## config.mk

```make
export PLATFORM = sky130hd
export DESIGN_NAME = ps2_scancode_set1_decoder_flat
export DESIGN_NICKNAME = d
export VERILOG_FILES = /design/src/hdl/ps2sc_pkg.sv /design/src/hdl/ps2sc_if.sv /design/src/hdl/ps2sc_decode.sv /design/src/hdl/ps2_scancode_set1_decoder.sv /design/src/flat_wrapper.sv
export SDC_FILE = /design/constraint.sdc
export NUM_CORES = 1
export LEC_CHECK = 0
export BUFFER_PORTS_ARGS = -buffer_cell sky130_fd_sc_hd__buf_2
export CAP_MARGIN = 20
export CORE_MARGIN = 5
export CORE_UTILIZATION = 45
export CTS_CLUSTER_DIAMETER = 50
export DETAILED_ROUTE_END_ITERATION = 8
export PLACE_DENSITY_LB_ADDON = 0.08
export SYNTH_ARGS = -nofsm -noshare
export SYNTH_HDL_FRONTEND = slang
export SYNTH_SLANG_ARGS = --single-unit
```

## constraint.sdc

```tcl
create_clock -name clk -period 3.2 [get_ports clk]
set_input_delay 0.32 -clock clk [delete_from_list [all_inputs] [get_ports clk]]
set_output_delay 0.32 -clock clk [all_outputs]
set_load 0.005 [all_outputs]
```

## src/hdl/ps2sc_pkg.sv

```systemverilog
// ----------------------------------------------------------------------------
// PS/2 scancode set 1 decoder package
// Shared constants, prefix state type and result record for the decoder.
// ----------------------------------------------------------------------------
package ps2sc_pkg;

  localparam logic [7:0] SC_E0               = 8'hE0;
  localparam logic [7:0] SC_E1               = 8'hE1;
  localparam logic [7:0] SC_FAKE_SHIFT_MAKE  = 8'h2A;
  localparam logic [7:0] SC_FAKE_SHIFT_BREAK = 8'hAA;

  localparam logic [6:0] K_LSHIFT  = 7'h2A;
  localparam logic [6:0] K_RSHIFT  = 7'h36;
  localparam logic [6:0] K_LCTRL   = 7'h1D;
  localparam logic [6:0] K_LALT    = 7'h38;
  localparam logic [6:0] K_CAPS    = 7'h3A;
  localparam logic [6:0] K_NUM     = 7'h45;
  localparam logic [6:0] K_DEL_EXT = 7'h53;

  typedef enum logic [3:0] {
    PFX_IDLE      = 4'b0001,
    PFX_AFTER_E0  = 4'b0010,
    PFX_E1_FIRST  = 4'b0100,
    PFX_E1_SECOND = 4'b1000
  } pfx_t;

  typedef struct packed {
    logic       event_valid;
    logic       extended;
    logic [6:0] key_index;
    logic       pressed;
    logic       caps_lock;
    logic       num_lock;
    logic       shift_held;
    logic [2:0] led_bits;
    logic       led_change;
    logic       reboot_request;
  } res_t;

endpackage

```

## src/hdl/ps2sc_if.sv

```systemverilog
// ----------------------------------------------------------------------------
// PS/2 scancode decoder channels
// Valid/ready channels for incoming scancode bytes and decoded key events.
// ----------------------------------------------------------------------------
interface ps2sc_scan_if;
  logic       valid;
  logic       ready;
  logic [7:0] scancode;

  modport source (output valid, output scancode, input ready);
  modport sink (input valid, input scancode, output ready);
  modport monitor (input valid, input scancode, input ready);
endinterface

interface ps2sc_evt_if;
  logic       valid;
  logic       ready;
  logic       event_valid;
  logic       extended;
  logic [6:0] key_index;
  logic       pressed;
  logic       caps_lock;
  logic       num_lock;
  logic       shift_held;
  logic [2:0] led_bits;
  logic       led_change;
  logic       reboot_request;

  modport source (
    output valid, output event_valid, output extended, output key_index,
    output pressed, output caps_lock, output num_lock, output shift_held,
    output led_bits, output led_change, output reboot_request, input ready
  );
  modport sink (
    input valid, input event_valid, input extended, input key_index,
    input pressed, input caps_lock, input num_lock, input shift_held,
    input led_bits, input led_change, input reboot_request, output ready
  );
  modport monitor (
    input valid, input event_valid, input extended, input key_index,
    input pressed, input caps_lock, input num_lock, input shift_held,
    input led_bits, input led_change, input reboot_request, input ready
  );
endinterface

```

## src/hdl/ps2sc_decode.sv

```systemverilog
// ----------------------------------------------------------------------------
// PS/2 scancode decode core
// Prefix state machine, lock and modifier key state, and per-byte result.
// ----------------------------------------------------------------------------
module ps2sc_decode (
  input  logic              clk,
  input  logic              rst,
  input  logic              fire,
  input  logic [7:0]        scancode,
  output ps2sc_pkg::res_t   res
);
  import ps2sc_pkg::*;

  // Only the modifier keys that feed an output are kept from the key map.
  pfx_t pfx, pfx_next;
  logic caps, caps_next;
  logic num, num_next;
  logic lctrl, lctrl_next;
  logic lalt, lalt_next;
  logic lshift, lshift_next;
  logic rshift, rshift_next;

  logic       have_key;
  logic       ext;
  logic       std_key;
  logic [6:0] code;
  logic       prs;
  logic       fwd;
  logic       ledch;
  logic       reboot;

  always_comb begin
    pfx_next = PFX_IDLE;
    have_key = 1'b0;
    ext      = 1'b0;
    unique case (pfx)
      PFX_E1_SECOND: begin
        pfx_next = PFX_IDLE;
      end
      PFX_E1_FIRST: begin
        pfx_next = PFX_E1_SECOND;
      end
      PFX_AFTER_E0: begin
        pfx_next = PFX_IDLE;
        if (scancode != SC_FAKE_SHIFT_MAKE && scancode != SC_FAKE_SHIFT_BREAK) begin
          have_key = 1'b1;
          ext      = 1'b1;
        end
      end
      default: begin
        if (scancode == SC_E0) begin
          pfx_next = PFX_AFTER_E0;
        end else if (scancode == SC_E1) begin
          pfx_next = PFX_E1_FIRST;
        end else begin
          have_key = 1'b1;
        end
      end
    endcase

    code    = have_key ? scancode[6:0] : 7'd0;
    prs     = have_key & ~scancode[7];
    std_key = have_key & ~ext;

    lctrl_next  = (std_key && code == K_LCTRL)  ? prs : lctrl;
    lalt_next   = (std_key && code == K_LALT)   ? prs : lalt;
    lshift_next = (std_key && code == K_LSHIFT) ? prs : lshift;
    rshift_next = (std_key && code == K_RSHIFT) ? prs : rshift;

    caps_next = caps;
    num_next  = num;
    fwd       = 1'b0;
    ledch     = 1'b0;
    reboot    = 1'b0;
    if (have_key) begin
      if (ext && code == K_DEL_EXT) begin
        fwd    = 1'b1;
        reboot = lctrl_next & lalt_next;
      end else if (!ext && code == K_NUM) begin
        num_next = num ^ prs;
        ledch    = prs;
      end else if (!ext && code == K_CAPS) begin
        caps_next = caps ^ prs;
        ledch     = prs;
      end else begin
        fwd = 1'b1;
      end
    end

    res.event_valid    = fwd;
    res.extended       = ext;
    res.key_index      = code;
    res.pressed        = prs;
    res.caps_lock      = caps_next;
    res.num_lock       = num_next;
    res.shift_held     = lshift_next | rshift_next;
    res.led_bits       = {caps_next, num_next, 1'b0};
    res.led_change     = ledch;
    res.reboot_request = reboot;
  end

  always_ff @(posedge clk) begin
    if (rst) begin
      pfx    <= PFX_IDLE;
      caps   <= 1'b0;
      num    <= 1'b0;
      lctrl  <= 1'b0;
      lalt   <= 1'b0;
      lshift <= 1'b0;
      rshift <= 1'b0;
    end else if (fire) begin
      pfx    <= pfx_next;
      caps   <= caps_next;
      num    <= num_next;
      lctrl  <= lctrl_next;
      lalt   <= lalt_next;
      lshift <= lshift_next;
      rshift <= rshift_next;
    end
  end

endmodule

```

## src/hdl/ps2_scancode_set1_decoder.sv

```systemverilog
// ----------------------------------------------------------------------------
// PS/2 scancode set 1 decoder
// Decodes set-1 bytes into key events with lock, shift and reboot status.
// ----------------------------------------------------------------------------
//   channel  dir  payload
//   scan     in   scancode[7:0]
//   evt      out  event_valid, extended, key_index[6:0], pressed, caps_lock,
//                 num_lock, shift_held, led_bits[2:0], led_change,
//                 reboot_request
//
// One byte is accepted every cycle while scan.ready is high; each gives one item,
// through an input register and a result register.
// Synchronous reset clears the prefix machine, locks and modifier keys.
// A stalled output holds its item while one more byte waits in the input
// register; scan.ready drops only when both registers are full.
module ps2_scancode_set1_decoder (
  input  logic clk,
  input  logic rst,
  ps2sc_scan_if.sink  scan,
  ps2sc_evt_if.source evt
);
  import ps2sc_pkg::*;

  logic       in_valid;
  logic [7:0] in_code;
  logic       out_valid;
  res_t       out_res;
  res_t       res;
  logic       advance;

  assign advance    = !out_valid || evt.ready;
  assign scan.ready = !in_valid || advance;

  ps2sc_decode u_decode (
    .clk      (clk),
    .rst      (rst),
    .fire     (in_valid && advance),
    .scancode (in_code),
    .res      (res)
  );

  always_ff @(posedge clk) begin
    if (rst) begin
      in_valid  <= 1'b0;
      out_valid <= 1'b0;
    end else begin
      if (scan.ready) begin
        in_valid <= scan.valid;
      end
      if (advance) begin
        out_valid <= in_valid;
      end
    end
  end

  always_ff @(posedge clk) begin
    if (scan.valid && scan.ready) begin
      in_code <= scan.scancode;
    end
    if (in_valid && advance) begin
      out_res <= res;
    end
  end

  assign evt.valid          = out_valid;
  assign evt.event_valid    = out_res.event_valid;
  assign evt.extended       = out_res.extended;
  assign evt.key_index      = out_res.key_index;
  assign evt.pressed        = out_res.pressed;
  assign evt.caps_lock      = out_res.caps_lock;
  assign evt.num_lock       = out_res.num_lock;
  assign evt.shift_held     = out_res.shift_held;
  assign evt.led_bits       = out_res.led_bits;
  assign evt.led_change     = out_res.led_change;
  assign evt.reboot_request = out_res.reboot_request;

endmodule

```

## src/flat_wrapper.sv

```systemverilog
// flat-port wrapper written by rule: the top's interface ports become plain ports
module ps2_scancode_set1_decoder_flat import ps2sc_pkg::*;
  (clk, rst, scan_valid, scan_scancode, scan_ready, evt_valid, evt_event_valid, evt_extended, evt_key_index, evt_pressed, evt_caps_lock, evt_num_lock, evt_shift_held, evt_led_bits, evt_led_change, evt_reboot_request, evt_ready);
  ps2sc_scan_if scan_i ();
  ps2sc_evt_if evt_i ();
  input  logic clk;
  input  logic rst;
  input wire logic [$bits(scan_i.valid)-1:0] scan_valid;
  input wire logic [$bits(scan_i.scancode)-1:0] scan_scancode;
  output wire logic [$bits(scan_i.ready)-1:0] scan_ready;
  output wire logic [$bits(evt_i.valid)-1:0] evt_valid;
  output wire logic [$bits(evt_i.event_valid)-1:0] evt_event_valid;
  output wire logic [$bits(evt_i.extended)-1:0] evt_extended;
  output wire logic [$bits(evt_i.key_index)-1:0] evt_key_index;
  output wire logic [$bits(evt_i.pressed)-1:0] evt_pressed;
  output wire logic [$bits(evt_i.caps_lock)-1:0] evt_caps_lock;
  output wire logic [$bits(evt_i.num_lock)-1:0] evt_num_lock;
  output wire logic [$bits(evt_i.shift_held)-1:0] evt_shift_held;
  output wire logic [$bits(evt_i.led_bits)-1:0] evt_led_bits;
  output wire logic [$bits(evt_i.led_change)-1:0] evt_led_change;
  output wire logic [$bits(evt_i.reboot_request)-1:0] evt_reboot_request;
  input wire logic [$bits(evt_i.ready)-1:0] evt_ready;
  assign scan_i.valid = scan_valid;
  assign scan_i.scancode = scan_scancode;
  assign scan_ready = scan_i.ready;
  assign evt_valid = evt_i.valid;
  assign evt_event_valid = evt_i.event_valid;
  assign evt_extended = evt_i.extended;
  assign evt_key_index = evt_i.key_index;
  assign evt_pressed = evt_i.pressed;
  assign evt_caps_lock = evt_i.caps_lock;
  assign evt_num_lock = evt_i.num_lock;
  assign evt_shift_held = evt_i.shift_held;
  assign evt_led_bits = evt_i.led_bits;
  assign evt_led_change = evt_i.led_change;
  assign evt_reboot_request = evt_i.reboot_request;
  assign evt_i.ready = evt_ready;
  ps2_scancode_set1_decoder u_core (.clk(clk), .rst(rst), .scan(scan_i), .evt(evt_i));
endmodule
```

==> out/metrics.cfg, run 1 <==
[grt]
grt_start_max_net_pins=26
grt_overflow=0
grt_pass1_vias=1072
grt_usage_pct=12.8
antenna_found_initial=0
grt_pass1_wl_um=5000

[cells_and_area]
final_common_cell=buf_2
multi_input_area_um2=633
area_growth_pct=14.2
nNetsFinal=180
fill_cells=335
regArea_um2=931
mostFrequentLayoutCells=30 x buf_2, 23 x edfxtp_1, 12 x dfxtp_1
n_antenna_cell=0
layout-drive-gt1-share_pct=25.4

[power]
p_int_w=0.000694
vdd_drop_max_uv=248
clkPwrFrac_pct=36.0
comb_power_share_pct=5.6
p_leak_nw=0.741
swShare_pct=21.0
pwr-share-seq_pct=58.4
cellPowerDensity_nw_per_um2=467
p_switching_w=0.000185

[synthesis]
syn_avg_cell_area_um2=11.7
synth-edff-count=23
syn_inst=141
ys_ff_latch=35
synth_area_leaders=edfxtp_1 42%, dfxtp_1 15%, nor2b_1 3.4%
synth_cell_types=45
ys.warnings.count=0
async_flop_share_pct=0
ys.flop_type=edfxtp_1
synth_top_area_share_pct=41.9
ys_seq_area_share_pct=56.4
synth_nets=153
syn_area_um2=1650
yosysTopAreaCell=edfxtp_1

[placement]
gp_congestion=0.789
portBuffers=30
dp_slack_ns=1.16
dpl.hpwl_um=2240

[clock_network]
cts_tree=built
clock_tree.root_cell=clkbuf_8
clock_latency_ns=0.28
cts_resized=0
cts_num_sinks=35
numCtsBuffers=5
hold_buffers=0
clock_path_buffers=2
clk_pin_slew_ns=0.06
cts_setup_buffers=0
h-tree-depth=2

[critical_path]
cp-start-kind=flip-flop
r2r_cells=5
slowest_delay_ns=0.51
worst-setup-path-type=reg -> reg
r2r_end=u_core.u_decode.lctrl
r2r_slack_ns=1.15
path_cells=nand4bb_4 > o31ai_2 > inv_1 > nor4_2 > mux2_1
cp_slowest_cell=edfxtp_1
endpoint_kind=flip-flop
cp_max_fo=8
crit_arrival_ns=2.22
crit_family=simple AND/OR/NAND/NOR gates
cp.buffers_inverters=1
cp.required_ns=3.37
r2r_start=u_core.in_code[0]

[die]
core_um2=3610
rows=22
chipWidth_um=70.5
die_h_um=70.5
die_area_um2=4980
start_util_pct=45.7
io_pins=32

[min_path]
min_path_cells=1
min_path_type=in -> reg
min_to=u_core.in_code[7]
worstHoldStart=scan_scancode[7]

[status]
outcome=finished, final reports clean

[sta]
worst_pin_slew_ns=0.883
hold_violations=0
slew_viol_final=0
setup_tns_ns=0
max_freq_mhz=487
fin_crit_ns=2.05
min_period_over_period_pct=64.2
layout_setup_ws_ns=1.15
finalSetupViolCount=0
slew_headroom_pct=40.9
fin_skew_ns=0.00482
rsz0062_at_grt=false

[route]
drtIter0Drc=60
drc_errors=0
wl_um=3090
num_vias=1167
wl_per_cell_um=14.2
firstDrtPassIters=4
viasPerCell=5.38
ant_nets=0

[job]
drv_cap=0

logic make-up after synthesis:
kind of cell           Yosys count  synth area share [%]
AND/OR/NAND/NOR                 56                  22.8
flip-flops                      35                  56.4
AO/OA/AOI/OAI                   30                  13.1
buffers and inverters           15                  5.16
XOR/XNOR                         3                  1.59
multiplexers                     1                 0.683
other                            1                 0.227
metrics by stage:
stage	util [%]	cells	total power (W)	hold slack, ns	instance area [µm²]
after floorplan	-	141	0.000550	0.419	1650
after global placement	49.7	209	0.000572	0.466	1790
after detailed placement	49.7	209	0.000573	0.479	1790
after CTS	52.2	217	0.000890	0.202	1880
after global routing	52.2	217	0.000917	0.198	1880
final	52.2	217	0.000879	0.212	1880
power groups by stage:
| stage | Combinational [W] | Clock, W | Sequential (W) |
|---|---|---|---|
| 5_1_grt | 0.0000544 | 0.000347 | 0.000515 |
| 4_1_cts | 0.0000497 | 0.000327 | 0.000513 |
| 2_1_floorplan | 0.0000306 | 0 | 0.000519 |
| 6_report | 0.0000489 | 0.000317 | 0.000513 |
| 3_3_place_gp | 0.0000491 | 0 | 0.000523 |
| 3_5_place_dp | 0.0000496 | 0 | 0.000523 |
state kept, by name (all words and copies together) (netlist names):
register / cells
u_core.evt.led_bits: 1
u_core.evt.shift_held: 1
u_core.evt.key_index: 7
u_core.evt.led_change: 1
u_core.evt.valid: 1
u_core.u_decode.caps: 1
u_core.u_decode.lshift: 1
u_core.u_decode.num: 1
u_core.in_code: 8
u_core.evt.extended: 1
u_core.u_decode.lalt: 1
u_core.evt.reboot_request: 1
u_core.u_decode.lctrl: 1
u_core.u_decode.rshift: 1
u_core.u_decode.pfx: 4
u_core.evt.event_valid: 1
u_core.in_valid: 1
u_core.evt.caps_lock: 1
u_core.evt.pressed: 1
layer usage:
layer | vias to the layer above | GRT usage, % | part of all wire (%)
met1 | 554 | 15.1 | 44
met2 | 26 | 20.9 | 47
met3 | 6 | 5.40 | 6.7
met4 | 0 | 5.01 | 1.6
li1 | 581 | - | -
met5 | - | 0 | 0
area by class of cell:
| type | instances | share of cell area, % |
|---|---|---|
| Timing Repair Buffer | 30 | 7.97 |
| Multi-Input combinational cell | 91 | 33.6 |
| Inverter | 5 | 0.997 |
| Sequential cell | 35 | 49.4 |
| Clock buffer | 7 | 4.58 |
| Clock inverter | 1 | 0.199 |
| Tap cell | 48 | 3.19 |
cells in the mapped netlist (all sizes together), types with 2 or more instances:
cell type,instances
o21ai,2
a31oi,3
and3,3
nor2,6
dfxtp,12
nor3b,4
nand3b,2
edfxtp,23
o31ai,2
nor4,2
nand4b,2
nor2b,9
or4b,3
a41o,3
nand2b,2
nor3,5
a21oi,10
inv,5
buf,7
nand2,10
o211a,2
clkbuf,3
xor2,3
o41ai,2
how the worst max path moves through the flow:
stage               cells past startpoint  slack (ns)               endpoint         startpoint
floorplan                               4        1.42  u_core.u_decode.lctrl  u_core.in_code[5]
global placement                        5        1.16  u_core.u_decode.lctrl  u_core.in_code[0]
detailed placement                      5        1.16  u_core.u_decode.lctrl  u_core.in_code[0]
CTS                                     5        1.15  u_core.u_decode.lctrl  u_core.in_code[0]
global route                            5        1.05  u_core.u_decode.lctrl  u_core.in_code[0]
finish                                  5        1.15  u_core.u_decode.lctrl  u_core.in_code[0]
Note: power is estimated with default switching activity, not from simulation.
==> run 2: changes to the inputs <==
==> constraint.sdc (replaced) <==
create_clock -name clk -period 1.94 [get_ports clk]
set_input_delay 0.194 -clock clk [delete_from_list [all_inputs] [get_ports clk]]
set_output_delay 0.194 -clock clk [all_outputs]
set_load 0.005 [all_outputs]
==> run 2 against run 1 <==
  * Final cell count increased by 6.5%
  * Wire length up 3.9%
  * Via count grew 4.5%
  * Non-clock buffer count rose by 14
  * Die area stayed put
  * Critical endpoint is now u_core.evt.reboot_request
==> out/metrics.cfg, run 2 (synthesis results as in run 1) <==
[clock_network]
numCtsBuffers=5  ; unchanged
clock_tree.root_cell=clkbuf_8
h-tree-depth=2  ; unchanged
clock_path_buffers=2  ; unchanged
clock_latency_ns=0.28  ; about the same
cts_num_sinks=35  ; unchanged
cts_resized=0  ; unchanged
clk_pin_slew_ns=0.06  ; about the same
cts_tree=built

[sta]
fin_skew_ns=0.00476  ; -0.0000608 ns
slew_viol_final=0  ; unchanged
worst_pin_slew_ns=0.559  ; -0.323 ns
slew_headroom_pct=62.6  ; +22 points
min_period_over_period_pct=96.2  ; +32 points
fin_crit_ns=1.87  ; -0.188 ns
max_freq_mhz=536  ; +10%
rsz0062_at_grt=true
finalSetupViolCount=0  ; unchanged
hold_violations=0  ; unchanged

[cells_and_area]
nNetsFinal=194  ; +7.8%
regMostFlops=u_core.in_code
layout-drive-gt1-share_pct=31.1  ; +5.7 points
final_common_cell=buf_2
postLayoutCoreUtil_pct=55.5  ; +3.3 points
area_growth_pct=21.3
n_antenna_cell=0  ; unchanged
final_area_um2=2000  ; +6.2%
mostFrequentLayoutCells=30 x buf_2, 23 x edfxtp_1, 13 x buf_4
final_cell_count_no_fill=231  ; +6.5%
largest_register_ffs=8  ; unchanged

[grt]
antenna_found_initial=0  ; unchanged
grt_usage_pct=12.9  ; +0.097 points
grt_start_max_net_pins=18  ; -31%
grt_overflow=0  ; unchanged
grt_pass1_wl_um=5130  ; +2.6%
grt_pass1_vias=1131  ; +5.5%

[critical_path]
worst-setup-path-type=reg -> reg
cp-start-kind=flip-flop
slowest_delay_ns=0.53  ; +0.02 ns
cp_slowest_cell=or4_1
path_cells=nor4b_2 > o31ai_2 > buf_4 > or4_1 > nor3_2
crit_arrival_ns=2.00  ; -0.22 ns
r2r_slack_ns=0.07  ; -1.07 ns
cp_max_fo=7  ; -1
cp.required_ns=2.07  ; -1.30 ns
endpoint_kind=flip-flop

[min_path]
min_path_type=in -> reg

[placement]
dpl.hpwl_um=2480  ; +10%
placedInstanceArea_um2=1890  ; +5.3%
dp_cells=220  ; +5.3%
portBuffers=30  ; unchanged
gp_congestion=0.858  ; +8.8%

[die]
chipWidth_um=70.5  ; unchanged
core_um2=3610  ; unchanged
start_util_pct=45.7  ; unchanged
io_pins=32  ; unchanged
die_h_um=70.5  ; unchanged
rows=22  ; unchanged
die_area_um2=4980  ; unchanged

[power]
cellPowerDensity_nw_per_um2=726  ; +56%
vdd_drop_max_uv=532  ; +110%
p_leak_nw=0.809  ; +9.3%

[route]
wl_per_cell_um=13.9  ; -2.4%
firstDrtPassIters=4  ; unchanged
wl_um=3210  ; +3.9%
viasPerCell=5.28  ; -1.8%
ant_nets=0  ; unchanged
drtIter0Drc=67  ; +12%
num_vias=1220  ; +4.5%
drc_errors=0  ; unchanged

[status]
outcome=finished, final reports clean

[job]
drv_cap=0  ; unchanged

[run 2: cell types whose count changed in the layout (fill, tap and decap cells not counted), sizes merged]
cell and delta:
buf +14
[run 2: metal layers]
| metal | up-vias | global-route usage, % | wire length (µm) |
|---|---|---|---|
| li1 | 606 | - | - |
| met1 | 577 | 16.5 | 1450 |
| met2 | 30 | 20.6 | 1540 |
| met3 | 7 | 4.69 | 180 |
| met4 | 0 | 4.18 | 43 |
| met5 | - | 0 | 0 |
[run 2: through the flow]
step | hold slack [ns] | worst slack [ns] | TNS (ns) | power, W
6_report | 0.0902 | 0.0737 | 0 | 0.00145
5_1_grt | 0.0781 | -0.0326 | -0.0396 | 0.00152
4_1_cts | 0.0831 | 0.0697 | 0 | 0.00147
3_5_place_dp | 0.372 | 0.0678 | 0 | 0.000957
3_3_place_gp | 0.370 | 0.120 | 0 | 0.000955
2_1_floorplan | 0.293 | 0.160 | 0 | 0.000907
[run 2: worst paths after layout]
kind	startpoint	cells past startpoint	end
worst max register to register	u_core.u_decode.pfx[1]	5	u_core.evt.reboot_request
worst max-delay path	u_core.u_decode.pfx[1]	5	u_core.evt.reboot_request
worst min register to register	u_core.u_decode.rshift	2	u_core.u_decode.rshift
worst min-delay path	scan_scancode[4]	1	u_core.in_code[4]
[run 2: final cells by class]
class	count	area, µm²
sequential	35	931
inverter	5	18.8
tap	48	60.1
timing repair buffer	44	268
clock inverter	1	3.75
clock buffer	7	86.3
multi-input combinational	91	633
fill	329	1610
[run 2: report_power, final]
| part | internal, W | switching (W) |
|---|---|---|
| combinational | 0.0000493 | 0.0000529 |
| sequential | 0.000823 | 0.0000153 |
| clock | 0.000284 | 0.000228 |
[run 2: what timing repair did]
item | 4_1_cts | 5_1_grt
buffers inserted | 0 | 3
setup endpoints to repair | 0 | 3
hold buffers | 0 | 0
[run 2: critical path: cells and delay by family, from the launching register on]
| family | cells | cell delay, ns |
|---|---|---|
| buf+inv | 1 | 0.16 |
| simple gates | 3 | 1.01 |
| compound gates | 1 | 0.13 |
| flops | 1 | 0.44 |
==> run 3: changes to the inputs <==
--- a/config.mk
+++ b/config.mk
@@ -5,12 +5,12 @@
 export SDC_FILE = /design/constraint.sdc
 export NUM_CORES = 1
 export LEC_CHECK = 0
-export BUFFER_PORTS_ARGS = -buffer_cell sky130_fd_sc_hd__buf_2
 export CAP_MARGIN = 20
 export CORE_MARGIN = 5
 export CORE_UTILIZATION = 45
 export CTS_CLUSTER_DIAMETER = 50
 export DETAILED_ROUTE_END_ITERATION = 8
+export DONT_BUFFER_PORTS = 1
 export PLACE_DENSITY_LB_ADDON = 0.08
 export SYNTH_ARGS = -nofsm -noshare
 export SYNTH_HDL_FRONTEND = slang
==> constraint.sdc (replaced) <==
create_clock -name clk -period 1.9 [get_ports clk]
set_input_delay 0.19 -clock clk [delete_from_list [all_inputs] [get_ports clk]]
set_output_delay 0.19 -clock clk [all_outputs]
set_load 0.005 [all_outputs]
==> run 3 against run 2 <==
  * Core utilization fell by 1.3 points
  * Count of clock-buffer cells in the layout did not move
  * Register-to-register slack got worse by 0.02 ns
  * Critical path type unchanged
  * Wire length rose by 2.9%
  * Die area did not move
==> out/metrics.cfg, run 3 (synthesis results as in run 1) <==
[route]
wl_um=3300  ; +2.9%
firstDrtPassIters=4  ; unchanged
viasPerCell=5.42  ; +2.6%
wl_per_cell_um=15.5  ; +12%
drc_errors=0  ; unchanged
drtIter0Drc=54  ; -19%
num_vias=1154  ; -5.4%
ant_nets=0  ; unchanged

[power]
pwr-share-seq_pct=59.0  ; +1.3 points
clkPwrFrac_pct=34.7  ; -0.5 points
swShare_pct=21.6  ; +1.2 points
p_switching_w=0.000316  ; +6.6%
p_leak_nw=0.741  ; -8.4%
p_int_w=0.00114  ; -1.1%
vdd_drop_max_uv=415  ; -22%
comb_power_share_pct=6.2  ; -0.8 points
cellPowerDensity_nw_per_um2=747  ; +2.9%

[cells_and_area]
final_cell_count_no_fill=213  ; -7.8%
layout-drive-gt1-share_pct=18.2  ; -13 points
final_common_cell=edfxtp_1
largest_register_ffs=8  ; unchanged
regMostFlops=u_core.in_code
final_area_um2=1950  ; -2.3%
mostFrequentLayoutCells=23 x edfxtp_1, 16 x buf_4, 12 x dfxtp_1
n_antenna_cell=0  ; unchanged
area_growth_pct=18.5
nNetsFinal=176  ; -9.3%

[sta]
hold_violations=0  ; unchanged
min_period_over_period_pct=97.2  ; +1.0 points
slew_viol_final=0  ; unchanged
slew_headroom_pct=61.5  ; -1.1 points
fin_hold_ws_ns=0.00813  ; -0.0820 ns
fin_crit_ns=1.85  ; -0.0189 ns
finalSetupViolCount=0  ; unchanged
setup_tns_ns=0  ; unchanged
rsz0062_at_grt=true
fin_skew_ns=0.00284  ; -0.00192 ns
worst_pin_slew_ns=0.575  ; +0.0160 ns
max_freq_mhz=541  ; +1.0%

[min_path]
min_path_type=in -> reg
min_path_cells=1  ; unchanged
worstHoldStart=rst

[critical_path]
cp-start-kind=flip-flop
endpoint=u_core.u_decode.lctrl
r2r_end=u_core.u_decode.lctrl
r2r_start=u_core.in_code[1]
crit_start=u_core.in_code[1]
endpoint_kind=flip-flop
r2r_cells=4  ; -1
cp.required_ns=2.07  ; about the same
crit_arrival_ns=2.02  ; +0.02 ns
r2r_slack_ns=0.05  ; -0.02 ns
cp_max_fo=4  ; -3
worst-setup-path-type=reg -> reg

[die]
chipWidth_um=70.5  ; unchanged
core_um2=3610  ; unchanged
rows=22  ; unchanged
die_area_um2=4980  ; unchanged
io_pins=32  ; unchanged
die_h_um=70.5  ; unchanged
start_util_pct=45.7  ; unchanged

[clock_network]
clock_latency_ns=0.28  ; about the same
cts_num_sinks=35  ; unchanged
clock_tree.root_cell=clkbuf_8
clk_pin_slew_ns=0.07  ; about the same
h-tree-depth=2  ; unchanged
numCtsBuffers=5  ; unchanged
clock_path_buffers=2  ; unchanged
cts_resized=0  ; unchanged
cts_tree=built

[placement]
portBuffers=0  ; -100%
dp_cells=191  ; -13%
dpl.hpwl_um=2310  ; -6.7%
placedInstanceArea_um2=1750  ; -7.6%
gp_congestion=0.817  ; -4.8%

[grt]
grt_pass1_vias=1093  ; -3.4%
antenna_found_initial=0  ; unchanged
global_route.usage.met3_pct=4.97  ; +0.28 points
grt_overflow=0  ; unchanged
met1_usage_pct=16.3  ; -0.21 points
busiest_layer=met2
met2_usage_pct=21.5  ; +0.94 points
grt_pass1_wl_um=5140  ; +0.14%
grt_start_max_net_pins=18  ; unchanged
grt_usage_pct=13.4  ; +0.50 points

[status]
outcome=finished, final reports clean

[job]
drv_cap=0  ; unchanged

run 3: routing by layer:
metal	wire length, µm	vias up
met5	0	-
met4	50	0
met3	164	5
met2	1570	32
met1	1520	548
li1	-	569
run 3: critical path, cell delays in order (launching register included):
cell and delay [ns]:
edfxtp_1 0.46, and4bb_1 0.31, or4b_1 0.47, nor4_2 0.16, mux2_1 0.34
run 3: worst min-delay path by stage:
stage                        endpoint  slack [ns]
2_1_floorplan       u_core.in_code[0]        0.29
3_3_place_gp   u_core.u_decode.pfx[3]        0.26
3_5_place_dp         u_core.evt.valid        0.26
4_1_cts        u_core.u_decode.pfx[0]       0.002
5_1_grt        u_core.u_decode.pfx[0]       0.005
6_report       u_core.u_decode.pfx[0]       0.008
run 3: layout make-up:
class                           count  area, µm²
Inverter                            5       18.8
Clock buffer                        7       76.3
Multi-Input combinational cell     91        633
Tap cell                           48       60.1
Timing Repair Buffer               26        230
Sequential cell                    35        931
Fill cell                         315       1650
Clock inverter                      1       5.00
run 3: repair_timing:
action | in CTS | in global routing
hold endpoints to repair | 15 | 0
hold buffers | 9 | 0
endpoints found under the setup margin | 0 | 3
buffers inserted | 0 | 5
run 3: metrics by stage:
step | utilization, % | worst slack [ns] | power, W
2_1_floorplan | - | 0.120 | 0.000926
3_3_place_gp | 48.4 | 0.0709 | 0.000949
3_5_place_dp | 48.4 | 0.0449 | 0.000950
4_1_cts | 53.2 | 0.0272 | 0.00147
5_1_grt | 54.2 | -0.0242 | 0.00153
6_report | 54.2 | 0.0526 | 0.00146
run 3: power groups by stage:
stage	combinational (W)	sequential (W)	clock (W)
6_report	0.0000910	0.000862	0.000507
5_1_grt	0.0000992	0.000865	0.000563
4_1_cts	0.0000869	0.000864	0.000521
3_5_place_dp	0.0000699	0.000881	0
3_3_place_gp	0.0000697	0.000879	0
2_1_floorplan	0.0000515	0.000875	0
